<file path="src/hw/rtl/assert_macros.svh">
// Assertion macros used by the RTL.
`ifndef ASSERT_MACROS_SVH
`define ASSERT_MACROS_SVH
// Implication checked on every clock edge outside reset.
`define ASSERT_IMPL(label, clk, rst, ante, cons) \
   label: assert property (@(posedge clk) disable iff (rst) (ante) |-> (cons)) \
      else $error("assertion failed");
// Implication checked on the following clock edge.
`define ASSERT_NEXT(label, clk, rst, ante, cons) \
   label: assert property (@(posedge clk) disable iff (rst) (ante) |=> (cons)) \
      else $error("assertion failed");
`endif

</file>
<file path="src/hw/rtl/tef_pkg.sv">
`default_nettype none
package tef_pkg;
   localparam int KEEP = 10;
   localparam int IDX_W = $clog2(KEEP);
   localparam int CNT_W = $clog2(KEEP + 1);
   localparam int SUM_W = 32 + $clog2(KEEP) + 1;
   localparam int NUM_W = SUM_W + 17;
   localparam int DEN_W = CNT_W + 31;
   localparam int NSET = 6;

   typedef enum logic [1:0] {
      CSR_POINT_COUNT = 2'd0,
      CSR_SIZE_X = 2'd1,
      CSR_SIZE_Y = 2'd2,
      CSR_SIZE_Z = 2'd3
   } csr_idx_type;

   typedef enum logic [2:0] {
      ST_IDLE,
      ST_SCAN,
      ST_SUM,
      ST_DIV,
      ST_DONE
   } state_type;
endpackage
`default_nettype wire

</file>
<file path="src/hw/rtl/tef_div.sv">
`default_nettype none
module tef_div (
   input  wire logic clock,
   input  wire logic reset,
   input  wire logic go,
   input  wire logic [tef_pkg::NUM_W-1:0] num,
   input  wire logic [tef_pkg::DEN_W-1:0] den,
   output logic busy,
   output logic signed [31:0] quot
);
   import tef_pkg::*;
   localparam int MAG_W = NUM_W - 1;
   localparam int STEP_W = $clog2(MAG_W + 1);

   logic [MAG_W-1:0] q_ff, q_in;
   logic [DEN_W:0] r_ff, r_in;
   logic [DEN_W-1:0] d_ff, d_in;
   logic neg_ff, neg_in;
   logic [STEP_W-1:0] step_ff, step_in;
   logic busy_ff, busy_in;
   logic [DEN_W:0] trial;
   logic [MAG_W-1:0] mag;

   always_comb begin
      q_in = q_ff;
      r_in = r_ff;
      d_in = d_ff;
      neg_in = neg_ff;
      step_in = step_ff;
      busy_in = busy_ff;
      trial = '0;
      if (go) begin
         neg_in = num[NUM_W-1];
         q_in = num[NUM_W-1] ? MAG_W'(-num) : num[MAG_W-1:0];
         r_in = '0;
         d_in = den;
         step_in = STEP_W'(MAG_W);
         busy_in = 1'b1;
      end else if (busy_ff) begin
         // restoring division, one quotient bit a cycle
         trial = {r_ff[DEN_W-1:0], q_ff[MAG_W-1]};
         q_in = {q_ff[MAG_W-2:0], 1'b0};
         if (trial >= {1'b0, d_ff}) begin
            r_in = trial - {1'b0, d_ff};
            q_in[0] = 1'b1;
         end else begin
            r_in = trial;
         end
         step_in = step_ff - 1'b1;
         if (step_ff == STEP_W'(1)) busy_in = 1'b0;
      end
   end

   always_ff @(posedge clock) begin
      q_ff <= q_in;
      r_ff <= r_in;
      d_ff <= d_in;
      neg_ff <= neg_in;
      step_ff <= step_in;
      if (reset) busy_ff <= 1'b0;
      else busy_ff <= busy_in;
   end

   always_comb begin
      mag = q_ff;
      if (!neg_ff) quot = (mag > MAG_W'(32'h7fffffff)) ? 32'sh7fffffff : signed'(mag[31:0]);
      else quot = (mag > MAG_W'(33'h80000000)) ? 32'sh80000000 : signed'(32'(-mag[31:0]));
   end
   assign busy = busy_ff;
endmodule
`default_nettype wire

</file>
<file path="config.mk">
export PLATFORM = sky130hd
export DESIGN_NAME = tef_div
export DESIGN_NICKNAME = d
export VERILOG_FILES = /design/src/hw/rtl/assert_macros.svh /design/src/hw/rtl/tef_pkg.sv /design/src/hw/rtl/tef_div.sv
export SDC_FILE = /design/constraint.sdc
export NUM_CORES = 1
export LEC_CHECK = 0
export BUFFER_PORTS_ARGS = -buffer_cell sky130_fd_sc_hd__buf_2
export CORE_AREA = 3 3 138 140
export CTS_CLUSTER_SIZE = 20
export DETAILED_ROUTE_END_ITERATION = 8
export DIE_AREA = 0 0 141 143
export GPL_TIMING_DRIVEN = 0
export MAX_ROUTING_LAYER = met4
export PLACE_DENSITY = 0.84
export SLEW_MARGIN = 25
export SYNTH_ARGS = -nofsm -noshare
export SYNTH_HDL_FRONTEND = slang
export SYNTH_SLANG_ARGS = --single-unit
export TNS_END_PERCENT = 20
</file>
<file path="constraint.sdc">
create_clock -name clock -period 3.12 [get_ports clock]
set_clock_uncertainty 0.1 [all_clocks]
set_input_delay 0.312 -clock clock [delete_from_list [all_inputs] [get_ports clock]]
set_output_delay 0.312 -clock clock [all_outputs]
set_load 0.02 [all_outputs]
</file>
==> flow_summary.json, run 1 <==
{
  "worstPathMaxFanout": 3,
  "run_status": "finished with violations",
  "dr_total_vias": 10101,
  "synth_warnings": 0,
  "synth_net_count": 1263,
  "worstSetupEndpointType": "output pin",
  "r2r_end": "r_ff[29]",
  "synth_area_um2": 9450,
  "cts_buffer_depth": 2,
  "place_congestion": 0.974,
  "detail_route.first_pass.iterations": 6,
  "dieArea_um2": 20200,
  "timing.slew.headroom_pct": 40.3,
  "timing_hold_violations_final": 0,
  "timing.critical_path.from_type": "flop",
  "die_h_um": 143,
  "syn_avg_cell_area_um2": 8.36,
  "grt_first_pass_wirelength_mm": 48.6,
  "asyncSetResetFlopFracSynth_pct": 0,
  "rsz0062_at_grt": "yes",
  "drtAntennaViolNets": 0,
  "finalNetCount": 1477,
  "tritoncts": "built",
  "rows": 49,
  "min_path_type": "in -> reg",
  "io_pins": 125,
  "finalCritPeriodShare_pct": 129,
  "p_leak_nw": 4.89,
  "worst_slew_pin_slew_ns": 0.896,
  "mostFrequentLayoutCells": "nand2_1, nor2_1, a21oi_1, buf_2, edfxtp_1",
  "preCtsSetupSlack_ns": -0.998,
  "timing.hold.worst_path_depth": 3,
  "drcViolationCount": 0,
  "number_of_flops_mapped_to_enable_cells_by_yosys": 89,
  "regToRegSetupSlack_ns": -0.21,
  "vdd_drop_max_uv": 414,
  "timing.max_cap.violations": 0,
  "yosysSeqAreaShare_pct": 37.2,
  "cts.reportedPaths.clkPinSlew_ns": 0.06,
  "dp_hpwl_mm": 20.7,
  "worst_hold_startpoint": "num[26]",
  "grt_pass1_vias": 9795,
  "clk_root_buffer_cell": "clkbuf_16",
  "grt_overflow": 0,
  "cp_data_arrival_time_ns": 3.63,
  "timing.rr.start": "r_ff[17]",
  "skew_pair_late_insertion_delay_ns": 0.43,
  "ff2ff_path_depth": 10,
  "final.min_clock_period_ns": 4.04,
  "floorplan.initialDensity_pct": 52.6,
  "grtUsageTotal_pct": 30.7,
  "port_buffers": 124,
  "power_density_nw_per_um2": 454,
  "antenna_found_initial": 0,
  "synth_cell_types": 61,
  "violations": "negative setup slack",
  "grt_max_degree": 54,
  "cts_max_level": 4,
  "report.final.slew_viol_count": 0,
  "critical_path_class": "reg -> out",
  "synth.ff_latch_count": 131,
  "worst_ep_required_time_ns": 2.71,
  "area_delta_synth_final_pct": 32.1,
  "worst_hold_path.endpoint": "mag[26]",
  "clock_sinks": 131,
  "setup_slack_ns": -0.918,
  "ys_dominant_reg_cell": "edfxtp_1",
  "share_of_cells_above_drive_strength_1_pct": 21.6,
  "core_um2": 18000,
  "post_layout_nonfiller_instances": 1588,
  "number_of_clock_buffers_inserted_by_tritoncts": 17,
  "chipWidth_um": 141,
  "postRouteWirelength_mm": 30.8,
  "avgViaCountPerCell": 6.36,
  "first_iter_violations": 1040,
  "netlist_instances": 1130,
  "fmax_mhz": 248,
  "setup-violations-final": 64,
  "drt-wirelength-per-cell_um": 19.4,
  "numPlacedInstances": 1483
}
area by class of cell:
cell class              instances  area [µm²]
fillers                      1314        5480
repair buffers                198        1480
multi-input cells             875        6060
inverters                      57         219
flip-flops and latches        131        3510
diodes                          2        5.00
clock inverters                13        93.8
clock buffers                  19         433
well taps                     229         287
plain buffers                  64         387
critical path: stages (launching register included):
cell	delay [ns]
edfxtp_1	0.48
or3_4	0.38
or4_4	0.45
or3_4	0.36
or3_4	0.34
or3_4	0.39
or4_4	0.44
a21oi_4	0.16
a21oi_4	0.05
buf_6	0.16
timing repair:
action / CTS / global route
setup buffers: 29 / 7
setup endpoints to repair: 77 / 73
hold endpoints to repair: 37 / 0
gates resized for setup: 141 / 26
hold buffers: 37 / 0
gates cloned: 2 / 0
pin swaps: 23 / 12
layer usage:
layer,share of wire [%],wire (µm),global-route usage [%]
met1,38,11800,37.7
met4,3.6,1120,13.8
met3,9.5,2920,4.69
met5,0,0,-
met2,49,14900,50.4
state kept, by name, summed over array words and instances (netlist names):
register / cells
mag: 53
busy: 1
d_ff: 35
step_ff: 6
r_ff: 35
neg_ff: 1
synth_stat cells (4+ instances only):
cell,count,area share [%]
a211o_1,16,1.5
a211oi_1,6,0.48
a21o_1,15,1.2
a21oi_1,112,5.9
a311oi_1,25,2.3
a31oi_1,10,0.66
and3_1,4,0.26
clkbuf_1,65,2.6
dfxtp_1,42,8.9
edfxtp_1,89,28
ha_1,40,5.3
inv_1,57,2.3
nand2_1,117,4.6
nand2b_1,12,0.79
nand3_1,28,1.5
nand4_1,21,1.4
nand4b_1,5,0.46
nor2_1,115,4.6
nor2b_1,8,0.53
nor3_1,25,1.3
nor3b_1,12,0.95
nor4_1,21,1.4
o211ai_1,8,0.64
o21a_1,8,0.64
o21ai_0,66,3.5
o311ai_0,13,1.2
o31ai_1,19,1.5
o41ai_1,14,1.3
or2_2,7,0.46
or3_1,17,1.1
or4_1,14,1.1
xnor2_1,17,1.6
xor2_1,56,5.2
logic make-up after synthesis:
family          count (synthesis)  share of synthesized area (%)
mux                             4                          0.437
simple gates                  422                           22.1
flops                         131                           37.2
compound gates                335                           23.1
fa+ha+maj                      41                           5.51
buf+inv                       124                           4.95
xor+xnor                       73                           6.77
power breakdown:
part	switching (mW)	internal (mW)	leakage (nW)
Clock	0.746	1.07	0.258
Sequential	0.171	2.05	1.22
Combinational	0.962	0.667	3.42
Total	1.88	3.79	4.89
metrics by stage:
step	setup TNS (ns)	instance area [µm²]	util (%)	total power, mW	hold WS [ns]
final	-23.44	12500	69.5	5.67	0.198
after global routing	-31.65	12500	69.5	5.91	0.197
after CTS	-17.68	12300	68.7	5.59	0.184
after detailed placement	-60.06	10700	59.3	3.60	0.388
after global placement	-95.34	10600	59.2	3.56	0.381
after floorplan	-3.53	9730	-	3.16	0.284
how the worst max path moves through the flow:
stage / from / to / slack, ns
final: mag[1] / quot[15] / -0.92
after global routing: mag[0] / quot[15] / -0.95
after CTS: mag[0] / quot[15] / -0.90
after detailed placement: mag[0] / quot[28] / -1.0
after global placement: mag[0] / quot[19] / -0.99
after floorplan: mag[0] / quot[15] / -0.26
Note: power is estimated with default switching activity, not from simulation.
==> inputs of run 2 (changes only) <==
--- a/config.mk
+++ b/config.mk
@@ -6,13 +6,13 @@
 export NUM_CORES = 1
 export LEC_CHECK = 0
 export BUFFER_PORTS_ARGS = -buffer_cell sky130_fd_sc_hd__buf_2
-export CORE_AREA = 3 3 138 140
+export CORE_AREA = 3 3 126 128
 export CTS_CLUSTER_SIZE = 20
 export DETAILED_ROUTE_END_ITERATION = 8
-export DIE_AREA = 0 0 141 143
+export DIE_AREA = 0 0 129 131
 export GPL_TIMING_DRIVEN = 0
 export MAX_ROUTING_LAYER = met4
-export PLACE_DENSITY = 0.84
+export PLACE_DENSITY = 0.94
 export SLEW_MARGIN = 25
 export SYNTH_ARGS = -nofsm -noshare
 export SYNTH_HDL_FRONTEND = slang
==> constraint.sdc (replaced) <==
create_clock -name clock -period 5 [get_ports clock]
set_clock_uncertainty 0.1 [all_clocks]
set_input_delay 0.5 -clock clock [delete_from_list [all_inputs] [get_ports clock]]
set_output_delay 0.5 -clock clock [all_outputs]
set_load 0.02 [all_outputs]
==> flow_summary.json, run 2 (same netlist as run 1, synthesis figures left out) <==
{
  "antenna_cells_inserted": 0,
  "postCtsSetupBuffers": 0,
  "area_delta_synth_final_pct": 16.3,
  "post_cts_resized": 0,
  "dp_hpwl_mm": 20.1,
  "cp_data_arrival_time_ns": 4.12,
  "grt_first_pass_wirelength_mm": 44.5,
  "tritoncts": "built",
  "grt_pass1_vias": 9276,
  "timing.slew.headroom_pct": 25.4,
  "io_pins": 125,
  "clk_root_buffer_cell": "clkbuf_16",
  "setup-violations-final": 0,
  "finalCoreUtilization_pct": 73.4,
  "grtUsageTotal_pct": 33.9,
  "dieArea_um2": 16900,
  "rsz0062_at_grt": "no",
  "setup_slack_ns": 0.284,
  "fmax_mhz": 212,
  "final.min_clock_period_ns": 4.72,
  "worstSetupEndpointType": "output pin",
  "floorplan.initialDensity_pct": 63.1,
  "critical_path_class": "reg -> out",
  "drt-wirelength-per-cell_um": 19.4,
  "cpMostUsedCell": "nand2_1",
  "power_density_nw_per_um2": 329,
  "mostFrequentLayoutCells": "buf_2, nand2_1, nor2_1, a21oi_1, edfxtp_1",
  "cts_hold_repair.buffers": 0,
  "run_status": "finished, final reports clean",
  "avgViaCountPerCell": 6.81,
  "path_buf_inv": 3,
  "dr_total_vias": 10036,
  "p_leak_nw": 4.34,
  "worstPathMaxFanout": 10,
  "postRouteWirelength_mm": 28.5,
  "share_of_cells_above_drive_strength_1_pct": 14.1,
  "rows": 45,
  "chipWidth_um": 129,
  "timing_hold_violations_final": 0,
  "timing.max_cap.violations": 0,
  "clock_sinks": 131,
  "timing.critical_path.slowest_stage_cell": "edfxtp_1",
  "cts.reportedPaths.clkPinSlew_ns": 0.06,
  "crit_path_cell_trace": "inv_1 -> ha_1 -> or3b_2 -> nor2_1 -> nand4_1 -> o41ai_4 -> nand2_1 -> clkbuf_1 -> o21ai_0 -> nand2_1 -> o311ai_0 -> buf_2",
  "finalNetCount": 1406,
  "cts_buffer_depth": 2,
  "vdd_drop_max_uv": 246,
  "die_h_um": 131,
  "setup_total_negative_slack_ns": 0,
  "grt_overflow": 0,
  "port_buffers": 124,
  "grt_max_degree": 54,
  "report.final.slew_viol_count": 0,
  "antenna_found_initial": 0,
  "largest_reg_flops": 53,
  "place_congestion": 1.00,
  "drcViolationCount": 0,
  "skew_pair_late_insertion_delay_ns": 0.43,
  "min_path_type": "in -> reg",
  "timing.critical_path.from_type": "flop",
  "totalPowerFinal_mw": 3.62,
  "worst_ep_required_time_ns": 4.40,
  "core_um2": 15000,
  "final_common_cell": "buf_2",
  "first_iter_violations": 1424,
  "detail_route.first_pass.iterations": 6,
  "slowest_delay_ns": 0.50,
  "cts_max_level": 4,
  "finalCritPeriodShare_pct": 94.3,
  "cp_top_family": "simple AND/OR/NAND/NOR gates",
  "drtAntennaViolNets": 0,
  "worst_slew_pin_slew_ns": 1.12,
  "preCtsSetupSlack_ns": 0.643,
  "number_of_clock_buffers_inserted_by_tritoncts": 17
}
[run 2: changes by cell type in the layout (fill, tap and decap cells not counted), sizes merged]
| cell | delta |
|---|---|
| diode | -2 |
| clkbuf | +9 |
| dlygate4sd3 | -37 |
| bufinv | +1 |
| buf | -35 |
| clkinv | -9 |
[run 2: report_power, final]
| group | internal (mW) | switching (mW) |
|---|---|---|
| clock | 0.905 | 0.468 |
| combinational | 0.309 | 0.556 |
| sequential | 1.28 | 0.0968 |
| total | 2.49 | 1.12 |
[run 2: worst register-to-register path, cell delays in order, from the launching register on]
cell and delay (ns):
edfxtp_1 0.46, inv_1 0.10, ha_1 0.19, fa_1 0.22, nand2b_1 0.19, a21oi_1 0.11, o21ai_0 0.60, o211a_1 0.34
a211oi_1 0.15, nor2_1 0.67, clkbuf_1 0.61, nand2_1 0.16, a311oi_1 0.34
[run 2: final timing paths]
path | start | end | slack, ns | depth (start not counted)
worst max-delay path | mag[0] | quot[3] | 0.28 | 12
worst min-delay path | den[10] | d_ff[10] | 0.14 | 1
worst max register to register | mag[52] | r_ff[16] | 0.66 | 12
worst min register to register | r_ff[6] | r_ff[6] | 0.41 | 2
[run 2: routing by layer]
| layer | GRT usage, % | share of wire, % | vias up |
|---|---|---|---|
| met1 | 41.6 | 38 | 4626 |
| li1 | - | - | 4500 |
| met2 | 53.2 | 46 | 743 |
| met3 | 6.75 | 11 | 167 |
| met5 | - | 0 | - |
| met4 | 18.0 | 5.0 | 0 |
[run 2: final cells by class]
class                           instances  area (µm²)
Sequential cell                       131        3510
Timing Repair Buffer                  124         621
Clock inverter                          5        77.6
Fill cell                            1044        3990
Multi-Input combinational cell        875        5490
Inverter                               57         214
Buffer                                 67         254
Tap cell                              188         235
Clock buffer                           27         588
[run 2: per-stage QoR]
| step | instances | hold slack, ns | area, µm² |
|---|---|---|---|
| global placement | 1442 | 0.381 | 10300 |
| floorplan | 1130 | 0.359 | 9450 |
| global route | 1474 | 0.141 | 11000 |
| detailed placement | 1442 | 0.395 | 10300 |
| finish | 1474 | 0.138 | 11000 |
| CTS | 1474 | 0.141 | 11000 |
==> inputs of run 3 (changes only) <==
--- a/config.mk
+++ b/config.mk
@@ -6,10 +6,12 @@
 export NUM_CORES = 1
 export LEC_CHECK = 0
 export BUFFER_PORTS_ARGS = -buffer_cell sky130_fd_sc_hd__buf_2
-export CORE_AREA = 3 3 126 128
+export CELL_PAD_IN_SITES_DETAIL_PLACEMENT = 0
+export CELL_PAD_IN_SITES_GLOBAL_PLACEMENT = 1
+export CORE_AREA = 3 3 145 147
 export CTS_CLUSTER_SIZE = 20
 export DETAILED_ROUTE_END_ITERATION = 8
-export DIE_AREA = 0 0 129 131
+export DIE_AREA = 0 0 148 150
 export GPL_TIMING_DRIVEN = 0
 export MAX_ROUTING_LAYER = met4
 export PLACE_DENSITY = 0.94
==> flow_summary.json, run 3 (same netlist as run 1, synthesis figures left out) <==
{
  "run_status": "finished, final reports clean",
  "cts_hold_repair.buffers": 0,
  "core_um2": 20000,
  "io_pins": 125,
  "grt_overflow": 0,
  "timing_hold_violations_final": 0,
  "crit_start": "mag[0]",
  "drtAntennaViolNets": 0,
  "grt_first_pass_wirelength_mm": 45.3,
  "mostFrequentLayoutCells": "buf_2, nand2_1, nor2_1, a21oi_1, edfxtp_1",
  "setup-violations-final": 0,
  "cts.reportedPaths.clkPinSlew_ns": 0.06,
  "p_leak_nw": 4.33,
  "largest_reg_flops": 53,
  "share_of_cells_above_drive_strength_1_pct": 14.4,
  "ff2ff_path_depth": 12,
  "setup_slack_ns": 0.347,
  "clk_root_buffer_cell": "clkbuf_16",
  "cp_data_arrival_time_ns": 4.05,
  "finalCritPeriodShare_pct": 93.1,
  "report.final.slew_viol_count": 0,
  "drcViolationCount": 0,
  "first_iter_violations": 907,
  "worst_hold_startpoint": "den[12]",
  "regToRegSetupSlack_ns": 0.81,
  "detail_route.first_pass.iterations": 6,
  "r2r_end": "r_ff[26]",
  "tritoncts": "built",
  "die_h_um": 150,
  "antenna_cells_inserted": 0,
  "fin_hold_ws_ns": 0.144,
  "final_common_cell": "buf_2",
  "worst_hold_path.endpoint": "d_ff[12]",
  "grt_max_degree": 54,
  "place_congestion": 0.954,
  "cts_max_level": 4,
  "timing.rr.start": "mag[52]",
  "finalNetCount": 1410,
  "worstPathMaxFanout": 10,
  "dr_total_vias": 9351,
  "preCtsSetupSlack_ns": 0.374,
  "worst_ep_required_time_ns": 4.40,
  "rows": 52,
  "rsz0062_at_grt": "no",
  "critical_path_class": "reg -> out",
  "setup_total_negative_slack_ns": 0,
  "postRouteWirelength_mm": 28.6,
  "antenna_found_initial": 0,
  "chipWidth_um": 148,
  "timing.critical_path.from_type": "flop",
  "worst_slew_pin_slew_ns": 0.940,
  "floorplan.initialDensity_pct": 47.2,
  "grtUsageTotal_pct": 26.0,
  "area_delta_synth_final_pct": 16.7,
  "skew_pair_late_insertion_delay_ns": 0.43,
  "min_path_type": "in -> reg",
  "totalPowerFinal_mw": 3.43,
  "final.min_clock_period_ns": 4.65,
  "drt-wirelength-per-cell_um": 18.3,
  "dp_hpwl_mm": 20.9,
  "timing.hold.worst_path_depth": 1,
  "dieArea_um2": 22200,
  "timing.slew.headroom_pct": 37.3,
  "power_density_nw_per_um2": 311,
  "grt_pass1_vias": 8784,
  "port_buffers": 124,
  "vdd_drop_max_uv": 200,
  "number_of_clock_buffers_inserted_by_tritoncts": 17,
  "worstSetupEndpointType": "output pin",
  "fmax_mhz": 215,
  "timing.max_cap.violations": 0,
  "avgViaCountPerCell": 5.99,
  "cts_buffer_depth": 2,
  "clock_sinks": 131
}
## run 3: cell types whose count changed in the layout (fill, tap and decap cells not counted)
cell and delta:
clkbuf_16 -2, clkinv_4 +1, a2111oi_1 -1, inv_4 +1, a2111oi_2 +1, clkinvlp_4 -1, buf_2 +1, bufinv_16 -2
clkinv_2 +4, buf_4 +3, clkbuf_8 -1
## run 3: layer usage
metal,routed length (µm),global-route usage [%]
met1,12700,35.0
met2,13300,40.9
met3,1840,3.76
met4,678,8.22
met5,0,-
## run 3: worst max path at each step
stage / to / depth (start not counted)
2_1_floorplan: quot[13] / 9
3_3_place_gp: quot[3] / 10
3_5_place_dp: quot[3] / 10
4_1_cts: quot[13] / 12
5_1_grt: quot[13] / 14
6_report: quot[13] / 12
## run 3: timing repair
| action | in CTS | in global routing |
|---|---|---|
| gates cloned | 0 | 0 |
| setup buffers | 0 | 3 |
| gates resized for setup | 1 | 0 |
| endpoints found under the setup margin | 3 | 25 |
| pin swaps | 0 | 2 |
## run 3: power breakdown
group,switching (mW),internal (mW),total [mW]
Sequential,0.0945,1.28,1.37
Clock,0.472,0.728,1.20
Combinational,0.542,0.310,0.852
Total,1.11,2.32,3.43
## run 3: final cells by class
cell class,instances,area [µm²]
Clock inverter,8,45.0
Sequential cell,131,3510
Multi-Input combinational cell,875,5490
Buffer,67,254
Tap cell,270,338
Fill cell,1934,9010
Clock buffer,24,524
Timing Repair Buffer,128,648
Inverter,57,214
## run 3: per-stage QoR
step	std cells	utilization (%)	area (µm²)
2_1_floorplan	1130	-	9450
5_1_grt	1560	55.0	11000
6_report	1560	55.0	11000
3_3_place_gp	1524	51.9	10400
3_5_place_dp	1525	52.0	10400
4_1_cts	1557	54.9	11000
## run 3: worst max-delay path, cell delays in order, from the launching register on
cell      delay [ns]
edfxtp_1        0.52
inv_1           0.15
ha_1            0.19
or3b_2          0.49
nor2_1          0.30
nand4_1         0.13
buf_4           0.18
o41ai_4         0.19
buf_4           0.20
nand3_2         0.21
clkbuf_1        0.30
o311ai_0        0.50
buf_2           0.25
